[config.mk]
export PLATFORM = sky130hd
export DESIGN_NAME = pan_sweep_servo_controller
export DESIGN_NICKNAME = d
export VERILOG_FILES = /design/src/psc_pkg.sv /design/src/psc_axis.sv /design/src/psc_core.sv /design/src/pan_sweep_servo_controller.sv
export SDC_FILE = /design/constraint.sdc
export NUM_CORES = 1
export LEC_CHECK = 0
export BUFFER_PORTS_ARGS = -buffer_cell sky130_fd_sc_hd__buf_2
export CAP_MARGIN = 20
export CORE_MARGIN = 5
export CORE_UTILIZATION = 65
export CTS_BUF_LIST = sky130_fd_sc_hd__clkbuf_8
export CTS_CLUSTER_SIZE = 8
export DETAILED_ROUTE_END_ITERATION = 12
export GPL_TIMING_DRIVEN = 0
export HOLD_SLACK_MARGIN = 0.05
export PLACE_DENSITY = 0.85
export SYNTH_ARGS = -nofsm -noshare
export SYNTH_HDL_FRONTEND = slang
export SYNTH_SLANG_ARGS = --single-unit
[constraint.sdc]
create_clock -name clk_i -period 10.6 [get_ports clk_i]
set_input_delay 1.59 -clock clk_i [delete_from_list [all_inputs] [get_ports clk_i]]
set_output_delay 1.59 -clock clk_i [all_outputs]
set_load 0.1 [all_outputs]
[src/psc_pkg.sv]
`timescale 1ns / 1ps

package psc_pkg;

  // Request codes carried in req_type
  typedef enum logic [1:0] {
    REQ_TICK     = 2'd0,
    REQ_SET_X    = 2'd1,
    REQ_SET_Y    = 2'd2,
    REQ_SET_MODE = 2'd3
  } psc_req_e;

  // Configuration register indexes
  localparam logic [1:0] CFG_TIMEOUT     = 2'd0;
  localparam logic [1:0] CFG_STEP_PERIOD = 2'd1;
  localparam logic [1:0] CFG_FALLBACK    = 2'd2;

  localparam logic [7:0] CENTER_DEG    = 8'd90;
  localparam logic [7:0] MAX_DEG       = 8'd180;
  localparam logic [7:0] CNT_MAX       = 8'd255;
  localparam logic [7:0] TIMEOUT_RST   = 8'd100;
  localparam logic [7:0] STEP_RST      = 8'd30;
  localparam logic [7:0] FALLBACK_RST  = 8'd100;

  typedef struct packed {
    psc_req_e   req_type;
    logic [7:0] value;
    logic       manual_on;
  } psc_in_t;

  typedef struct packed {
    logic [7:0] pos_x;
    logic [7:0] pos_y;
    logic       manual_mode;
    logic       swept;
  } psc_out_t;

  // Sweep state of one axis
  typedef struct packed {
    logic [7:0] angle;
    logic       down;
  } psc_axis_t;

  // Clip an angle or range to the servo limit
  function automatic logic [7:0] sat_deg(logic [7:0] v);
    sat_deg = (v > MAX_DEG) ? MAX_DEG : v;
  endfunction

endpackage

[src/psc_axis.sv]
`timescale 1ns / 1ps

module psc_axis (
  input  psc_pkg::psc_axis_t axis_i,
  input  logic [7:0]         range_i,
  output psc_pkg::psc_axis_t axis_o
);
  import psc_pkg::*;

  logic signed [9:0] lo;
  logic signed [9:0] hi;
  logic signed [9:0] half;
  logic signed [9:0] nxt;
  logic signed [9:0] clp;
  logic              flip;

  // Bounds sit half the range either side of centre
  assign half = $signed({3'b000, range_i[7:1]});
  assign lo   = $signed({2'b00, CENTER_DEG}) - half;
  assign hi   = $signed({2'b00, CENTER_DEG}) + half;

  // Advance one degree without wrap
  assign nxt  = $signed({2'b00, axis_i.angle}) + (axis_i.down ? -10'sd1 : 10'sd1);
  assign flip = (nxt <= lo) || (nxt >= hi);

  // Clamp onto the bound and reverse when it is reached
  always_comb begin
    clp = nxt;
    if (nxt < lo) begin
      clp = lo;
    end else if (nxt > hi) begin
      clp = hi;
    end
  end

  assign axis_o.angle = clp[7:0];
  assign axis_o.down  = flip ? ~axis_i.down : axis_i.down;

endmodule

[src/psc_core.sv]
`timescale 1ns / 1ps

module psc_core (
  input  logic               clk_i,
  input  logic               rst_ni,
  input  logic               cfg_we_i,
  input  logic [1:0]         cfg_idx_i,
  input  logic [7:0]         cfg_wdata_i,
  input  logic               fire_i,
  input  psc_pkg::psc_in_t   item_i,
  output logic               is_tick_o,
  output psc_pkg::psc_out_t  res_o
);
  import psc_pkg::*;

  logic [7:0] timeout_q, step_period_q, fallback_q;
  logic [7:0] target_x_q, target_x_d, target_y_q, target_y_d;
  logic [7:0] range_x_q, range_x_d, range_y_q, range_y_d;
  logic       manual_q, manual_d;
  logic [7:0] silence_q, silence_d, since_q, since_d;
  psc_axis_t  ax_x_q, ax_x_d, ax_y_q, ax_y_d;
  psc_axis_t  sw_x, sw_y;
  logic [7:0] val;
  logic [7:0] sil_inc, since_inc;
  logic       step;

  // Configuration registers; an index beyond the list is dropped
  always_ff @(posedge clk_i or negedge rst_ni) begin
    if (!rst_ni) begin
      timeout_q     <= TIMEOUT_RST;
      step_period_q <= STEP_RST;
      fallback_q    <= FALLBACK_RST;
    end else if (cfg_we_i) begin
      unique case (cfg_idx_i)
        CFG_TIMEOUT:     timeout_q     <= cfg_wdata_i;
        CFG_STEP_PERIOD: step_period_q <= cfg_wdata_i;
        CFG_FALLBACK:    fallback_q    <= cfg_wdata_i;
        default:         ;
      endcase
    end
  end

  // Step both axes from the ranges in force after the timeout check
  psc_axis u_axis_x (.axis_i(ax_x_q), .range_i(range_x_d), .axis_o(sw_x));
  psc_axis u_axis_y (.axis_i(ax_y_q), .range_i(range_y_d), .axis_o(sw_y));

  assign val       = sat_deg(item_i.value);
  assign sil_inc   = (silence_q == CNT_MAX) ? CNT_MAX : silence_q + 8'd1;
  assign since_inc = (since_q == CNT_MAX) ? CNT_MAX : since_q + 8'd1;
  assign is_tick_o = (item_i.req_type == REQ_TICK);

  // Next state for one item
  always_comb begin
    target_x_d = target_x_q;
    target_y_d = target_y_q;
    range_x_d  = range_x_q;
    range_y_d  = range_y_q;
    manual_d   = manual_q;
    silence_d  = silence_q;
    since_d    = since_q;
    ax_x_d     = ax_x_q;
    ax_y_d     = ax_y_q;
    step       = 1'b0;
    unique case (item_i.req_type)
      REQ_SET_X: begin
        if (manual_q) target_x_d = val;
        else          range_x_d  = val;
        silence_d = '0;
      end
      REQ_SET_Y: begin
        if (manual_q) target_y_d = val;
        else          range_y_d  = val;
        silence_d = '0;
      end
      REQ_SET_MODE: begin
        manual_d  = item_i.manual_on;
        silence_d = '0;
      end
      REQ_TICK: begin
        silence_d = sil_inc;
        since_d   = since_inc;
        // Drop manual mode after too long a silence
        if (manual_q && (sil_inc > timeout_q)) begin
          manual_d  = 1'b0;
          range_x_d = sat_deg(fallback_q);
          range_y_d = sat_deg(fallback_q);
        end
        if (!manual_d && (since_inc >= step_period_q)) begin
          step    = 1'b1;
          since_d = '0;
          ax_x_d  = sw_x;
          ax_y_d  = sw_y;
        end
      end
      default: ;
    endcase
  end

  // Result of a tick
  assign res_o.pos_x       = manual_d ? target_x_d : ax_x_d.angle;
  assign res_o.pos_y       = manual_d ? target_y_d : ax_y_d.angle;
  assign res_o.manual_mode = manual_d;
  assign res_o.swept       = step;

  // Hold state, advance on each item
  always_ff @(posedge clk_i or negedge rst_ni) begin
    if (!rst_ni) begin
      target_x_q <= CENTER_DEG;
      target_y_q <= CENTER_DEG;
      range_x_q  <= MAX_DEG;
      range_y_q  <= MAX_DEG;
      manual_q   <= 1'b0;
      silence_q  <= '0;
      since_q    <= '0;
      ax_x_q     <= '{angle: CENTER_DEG, down: 1'b0};
      ax_y_q     <= '{angle: CENTER_DEG, down: 1'b0};
    end else if (fire_i) begin
      target_x_q <= target_x_d;
      target_y_q <= target_y_d;
      range_x_q  <= range_x_d;
      range_y_q  <= range_y_d;
      manual_q   <= manual_d;
      silence_q  <= silence_d;
      since_q    <= since_d;
      ax_x_q     <= ax_x_d;
      ax_y_q     <= ax_y_d;
    end
  end

endmodule

[src/pan_sweep_servo_controller.sv]
`timescale 1ns / 1ps
// A tick beat leaves after acceptance through the input register and then the result register.
// Commands update state and produce no output beat.
// Throughput: one beat per cycle; the input register and the result register stall only
// while a result waits on out_ready_i.
// Reset: rst_ni clears all state and valid flags asynchronously; payload registers are
// not reset; no clearing pass.

module pan_sweep_servo_controller (
  input  logic              clk_i,
  input  logic              rst_ni,
  input  logic              cfg_we_i,
  input  logic [1:0]        cfg_idx_i,
  input  logic [7:0]        cfg_wdata_i,
  input  logic              in_valid_i,
  output logic              in_ready_o,
  input  psc_pkg::psc_in_t  in_data_i,
  output logic              out_valid_o,
  input  logic              out_ready_i,
  output psc_pkg::psc_out_t out_data_o
);
  import psc_pkg::*;

  logic     s1_valid_q;
  psc_in_t  s1_data_q;
  logic     out_valid_q;
  psc_out_t out_data_q;
  logic     out_free;
  logic     s1_fire;
  logic     is_tick;
  psc_out_t res;

  assign out_free   = !out_valid_q || out_ready_i;
  assign s1_fire    = s1_valid_q && out_free;
  assign in_ready_o = !s1_valid_q || out_free;

  // Input register
  always_ff @(posedge clk_i or negedge rst_ni) begin
    if (!rst_ni) begin
      s1_valid_q <= 1'b0;
    end else if (in_ready_o) begin
      s1_valid_q <= in_valid_i;
    end
  end

  always_ff @(posedge clk_i) begin
    if (in_ready_o && in_valid_i) begin
      s1_data_q <= in_data_i;
    end
  end

  psc_core u_core (
    .clk_i      (clk_i),
    .rst_ni     (rst_ni),
    .cfg_we_i   (cfg_we_i),
    .cfg_idx_i  (cfg_idx_i),
    .cfg_wdata_i(cfg_wdata_i),
    .fire_i     (s1_fire),
    .item_i     (s1_data_q),
    .is_tick_o  (is_tick),
    .res_o      (res)
  );

  // Result register; only ticks produce a beat
  always_ff @(posedge clk_i or negedge rst_ni) begin
    if (!rst_ni) begin
      out_valid_q <= 1'b0;
    end else if (out_free) begin
      out_valid_q <= s1_fire && is_tick;
    end
  end

  always_ff @(posedge clk_i) begin
    if (s1_fire && is_tick) begin
      out_data_q <= res;
    end
  end

  assign out_valid_o = out_valid_q;
  assign out_data_o  = out_data_q;

endmodule

; After elaboration in Yosys (flattened, before gate mapping)
; Cells that the tools add are included.
[word_totals]
ramBits = 0
ff_bits = 120
wordCells = 107
memories = 0
input_bits = 26
mem_bits_ro = 0
latchBits = 0
[classes]
shifts = 0
n_bitwise = 2
n_mul = 0
n_reduce_logical = 21
add_sub_neg = 8
mux = 34
n_eq_ne = 7
div_mod_pow = 0
magnitude_cmp = 12
[ops]
columns = cell, count
row1 = 8-bit 2-to-1 mux, 19
row2 = 8-bit case mux with 2 select lines, 3
row3 = 9-bit 2-to-1 mux, 4
row4 = 9-bit by 10-bit adder with 10-bit output, 2
row5 = 10-bit by 9-bit greater-or-equal comparator with 1-bit output, 2
row6 = 10-bit by 9-bit greater-than comparator with 1-bit output, 2
row7 = 10-bit by 8-bit less-or-equal comparator with 1-bit output, 2
row8 = 10-bit by 8-bit less-than comparator with 1-bit output, 2
row9 = 10-bit 2-to-1 mux, 2
row10 = "7-bit by 7-bit adder with 8-bit output, first input constant", 2
row11 = "8-bit by 1-bit adder with 8-bit output, second input constant", 2
row12 = "8-bit == test, second input constant", 2
row13 = "8-bit greater-than comparator, second input constant", 2
row14 = "7-bit by 7-bit subtractor with 8-bit output, first input constant", 2
row15 = 8-bit greater-or-equal comparator, 1
row16 = 8-bit greater-than comparator, 1
row17 = 2-bit AND reduction, 4
row18 = 4-bit AND reduction, 2
row19 = "2-bit == test, second input constant", 3
row20 = 1-bit logical AND, 5
row21 = 1-bit 2-to-1 mux, 5
row22 = "2-bit by 1-bit == test with 1-bit output, second input constant", 2
row23 = 2-bit zero test, 2
row24 = 1-bit logical OR, 4
row25 = other kinds (4), 7

; Logic depth before layout (Yosys ltp)
[logic_depth]
word_depth = 13
ltp_mapped = 29
depth_no_buf = 27

; Hierarchy
; Synthesis repeated with hierarchy kept, for this count alone.
[hier_totals]
cells_unflattened = 1011
hier_area_um2 = 9268.9
[by_module_without_submodules]
columns = mod, cells_each, instances, area_per_inst_um2
row1 = psc_core, 639, 1, 5753.0
row2 = psc_axis (u_core.u_axis_y), 176, 1, 1340.0
row3 = psc_axis (u_core.u_axis_x), 157, 1, 1193.6
row4 = pan_sweep_servo_controller, 39, 1, 982.2

; Worst setup path after synthesis
; OpenSTA, ideal clock, no wires.
[synth_path]
kind = register to register
from = register u_core.silence_q[0]
to = register out_data_q (netlist bit out_data_o[7]) (data pin)
synth_period_minus_slack_ns = 5.688
path_buffers = 3
arrival_ns = 5.428
slack_ns = 4.912
t_required_ns = 10.339
stages_incl_launch_ff = 26
path_cell_list = dfrtp_1 -> ha_1 -> clkbuf_1 -> nand4_1 -> and2_1 -> ha_1 -> nand4_1 -> or2_4 -> and3_4 -> buf_6 -> nor2_4 -> o21ai_1 -> a21oi_1 -> inv_1 -> ha_1 -> o21ai_0 -> xnor2_1 -> ha_1 -> o21a_1 -> a211o_1 -> nor2b_1 -> buf_1 -> and3_1 -> a2111oi_1 -> a21oi_1 -> a221o_1
[synth_rtl]
columns = item, line
row1 = from (decl), psc_core.sv:20  ; logic [7:0] silence_q, silence_d, since_q, since_d;
row2 = from (signal assigned), psc_core.sv:123  ; silence_q <= silence_d;
row3 = to (signal assigned), pan_sweep_servo_controller.sv:75  ; out_data_q <= res;
row4 = to (decl), pan_sweep_servo_controller.sv:27  ; psc_out_t out_data_q;

==> flow_summary.json <==
{
  "place_ws_ns": 3.72,
  "maxCapViolCount": 0,
  "relSlewSlack_pct": 45.4,
  "cts_hold_buf": 0,
  "crit_required_ns": 10.81,
  "dieArea_sq_um": 15900,
  "cts_made_buffers": 17,
  "startpoint": "u_core.silence_q[0]$_DFFE_PN0P_",
  "start_kind": "register",
  "synth_fp_nets": 1091,
  "cts.sinks": 120,
  "crit_fanout": 8,
  "cts_max_level": 4,
  "p_sw_share_pct": 46.5,
  "dp_cells": 1206,
  "synth_top_family_by_area": "compound AO/OA/AOI/OAI gates",
  "critPathMostFrequentCell": "ha_1",
  "dp_hpwl_mm": 16.8,
  "wl_met1_mm": 9.48,
  "reg2reg_depth": 26,
  "p_per_area_nw_per_um2": 314,
  "drcViolationCount": 0,
  "critPathCaptureType": "register",
  "rows": 42,
  "clk_latency_ns": 0.46,
  "stdcell_count": 1238,
  "final_net_count": 1156,
  "synth-edff-count": 29,
  "gp_congestion": 0.971,
  "cp_slowest_cell": "a211oi_1",
  "yosysWarnings": 0,
  "synthAdderAreaFrac_pct": 11.7,
  "num_antenna_cells": 0,
  "wl_per_cell_um": 18.2,
  "synth-compound-area-share_pct": 23.5,
  "hold_viol_final": 0,
  "ios": 46,
  "p_int_mw": 1.63,
  "yosys.area_share.simple_pct": 16.8,
  "seq_area_frac_synth_pct": 36.4,
  "vdd_drop_max_uv": 168,
  "synthesis.area_sq_um": 8770,
  "grt_pass1_vias": 7351,
  "final_antenna_net_count": 0,
  "drt_wl_total_mm": 22.5,
  "top_layer": "met4",
  "slew_viol_final": 0,
  "synth-seq-cells": 120,
  "grt_pass1_wl_mm": 36.5,
  "postSynth.asyncResetShare_pct": 75.8,
  "ys_types": 85,
  "r2r-end": "out_data_o[15]$_DFFE_PP_",
  "core_sq_um": 13200,
  "synth_mux_area_share_pct": 3.85,
  "port_buffers": 45,
  "wl_met2_mm": 10.9,
  "root_buffer": "clkbuf_8",
  "clkSlewWorstSetupHoldPaths_ns": 0.07,
  "crit_arrival_ns": 7.35,
  "syn_avg_cell_area_sq_um": 8.92,
  "cellLeakagePower_nw": 4.37,
  "cts_tree": "yes",
  "cts.path.max_buffers": 2,
  "fin_tns_setup_ns": 0,
  "critPathKind": "register to register",
  "fmax_mhz": 140,
  "p_comb_share_pct": 61.2,
  "cts_setup_buffers": 0,
  "start_util_pct": 66.3,
  "synth_cells": 984,
  "die_x_um": 126,
  "clkPwrFrac_pct": 15.1,
  "syn_to_final_growth_pct": 10.5,
  "antenna_found_initial": 0,
  "switching_power_mw": 1.41,
  "status": "finished clean",
  "die_height_um": 126,
  "tightestPinTransition_ns": 0.814,
  "wl_met3_mm": 1.75,
  "grtUsageTotal_pct": 28.5,
  "rsz0062_at_grt": "false",
  "cts_resized": 0,
  "reg2reg_slack_ns": 3.47,
  "synth-xor-area-share_pct": 3.89,
  "synth-main-ff-cell": "dfrtp_1",
  "fin_crit_sh_pct": 67.3,
  "seqPwrFrac_pct": 23.7,
  "slowest_delay_ns": 0.70,
  "clock-skew-final_ns": 0.00848,
  "fin_ws_ns": 3.47,
  "finalSetupViolations": 0,
  "drive_gt1_share_pct": 16.3,
  "overflow": 0,
  "hold_path.class": "register to register",
  "rr_startpoint": "u_core.silence_q[0]$_DFFE_PN0P_",
  "drtIter0Drc": 815,
  "vias_per_cell": 6.23,
  "grt_max_degree": 74,
  "endpoint": "out_data_o[15]$_DFFE_PP_",
  "finalCriticalPeriod_ns": 7.13,
  "dr_total_vias": 7718,
  "drt_first_pass_iters": 6
}
[worst max-delay path, delay by kind of cell, from the launching register on]
kind | cells | cell delay (ns)
adder cells (fa/ha/maj) | 4 | 0.93
buffers and inverters | 4 | 0.89
XOR/XNOR | 1 | 0.25
AND/OR/NAND/NOR | 8 | 1.65
flip-flops | 1 | 0.45
AO/OA/AOI/OAI | 9 | 2.72
[stage by stage]
stage                     util (%)  total power, mW  area, sq um  hold WS (ns)
after floorplan                  -             2.09         8770         0.444
after global placement        69.6             2.49         9220         0.461
after detailed placement      69.9             2.54         9250         0.470
after CTS                     73.2             3.01         9690         0.483
after global routing          73.2             3.28         9690         0.497
final                         73.2             3.04         9690         0.484
[power groups by stage]
stage / logic (mW) / clock network, mW / registers [mW]
3_3_place_gp: 1.77 / 0 / 0.718
4_1_cts: 1.83 / 0.463 / 0.717
5_1_grt: 2.06 / 0.482 / 0.732
2_1_floorplan: 1.36 / 0 / 0.734
3_5_place_dp: 1.81 / 0 / 0.723
6_report: 1.86 / 0.459 / 0.721
[worst min path at each step]
stage / start / endpoint / cells past startpoint
global route: u_core.range_x_q[5]$_DFFE_PN1P_ / u_core.range_x_q[5]$_DFFE_PN1P_ / 2
finish: u_core.target_y_q[7]$_DFFE_PN0P_ / u_core.target_y_q[7]$_DFFE_PN0P_ / 2
detailed placement: u_core.target_x_q[7]$_DFFE_PN0P_ / u_core.target_x_q[7]$_DFFE_PN0P_ / 2
global placement: u_core.target_y_q[5]$_DFFE_PN0P_ / u_core.target_y_q[5]$_DFFE_PN0P_ / 2
CTS: u_core.range_x_q[5]$_DFFE_PN1P_ / u_core.range_x_q[5]$_DFFE_PN1P_ / 2
floorplan: u_core.range_y_q[6]$_DFFE_PN0P_ / u_core.range_y_q[6]$_DFFE_PN0P_ / 2
[state kept, by name, indices dropped and copies added, names as in the netlist, 7 cells and up]
register / count
u_core.since_q: 8
u_core.step_period_q: 8
u_core.range_x_q: 7
u_core.target_y_q: 8
u_core.target_x_q: 8
s1_data_q: 11
u_core.ax_y_q: 9
u_core.fallback_q: 8
u_core.silence_q: 8
u_core.ax_x_q: 9
u_core.timeout_q: 8
out_data_o: 18
u_core.range_y_q: 7
[cell usage after synthesis, types with 8 or more instances]
library cell / count / area [sq um]
a211oi_1: 11 / 82.6
a21o_1: 15 / 113
a21oi_1: 73 / 365
a22o_1: 11 / 96.3
a31oi_1: 8 / 50.1
and3_1: 12 / 75.1
buf_2: 8 / 40.0
clkbuf_1: 27 / 101
dfrtp_1: 57 / 1430
dfstp_2: 34 / 893
edfxtp_1: 29 / 871
ha_1: 79 / 988
inv_1: 44 / 165
mux2_2: 22 / 248
mux2i_1: 9 / 90.1
nand2_1: 143 / 537
nand2b_1: 18 / 113
nand3_1: 22 / 110
nand4_1: 9 / 56.3
nor2_1: 74 / 278
nor2b_1: 9 / 56.3
o211ai_1: 11 / 82.6
o21a_1: 11 / 82.6
o21ai_0: 82 / 410
o21ai_1: 9 / 45.0
o22ai_1: 12 / 75.1
xnor2_1: 24 / 210
xor2_1: 15 / 131
[area by class of cell]
| cell class | count | area, sq um |
|---|---|---|
| buffer | 38 | 161 |
| clock buffer | 21 | 289 |
| clock inverter | 11 | 154 |
| fill | 1046 | 3550 |
| inverter | 47 | 176 |
| multi-input combinational | 779 | 5250 |
| sequential | 120 | 3190 |
| tap | 176 | 220 |
| timing repair buffer | 46 | 255 |
[logic make-up (layout without fill, tap and decap cells)]
| kind of cell | after synthesis | count (layout) |
|---|---|---|
| compound gates | 306 | 306 |
| xor+xnor | 39 | 39 |
| fa+ha+maj | 81 | 81 |
| buf+inv | 85 | 163 |
| flops | 120 | 120 |
| mux | 31 | 31 |
| simple gates | 322 | 322 |
[placed cells by master (no fill, tap or decap), drive strengths merged, types with 13 or more instances in the layout]
master,netlist,routed
dfstp,34,34
xnor2,24,24
buf,11,57
nand3,23,23
a21oi,74,74
clkbuf,27,48
a211oi,13,13
a21o,15,15
xor2,15,15
inv,46,49
mux2,22,22
dfrtp,57,57
nand2b,18,18
ha,79,79
and3,13,13
o21ai,94,94
nor2,76,76
edfxtp,29,29
nand2,143,143
[routing by layer]
layer | GRT usage [%] | up-vias
met2 | 46.9 | 354
met1 | 37.7 | 3627
met3 | 5.46 | 51
met5 | 0 | -
met4 | 10.2 | 0
li1 | - | 3686
Power figures use the tool's default switching activity.
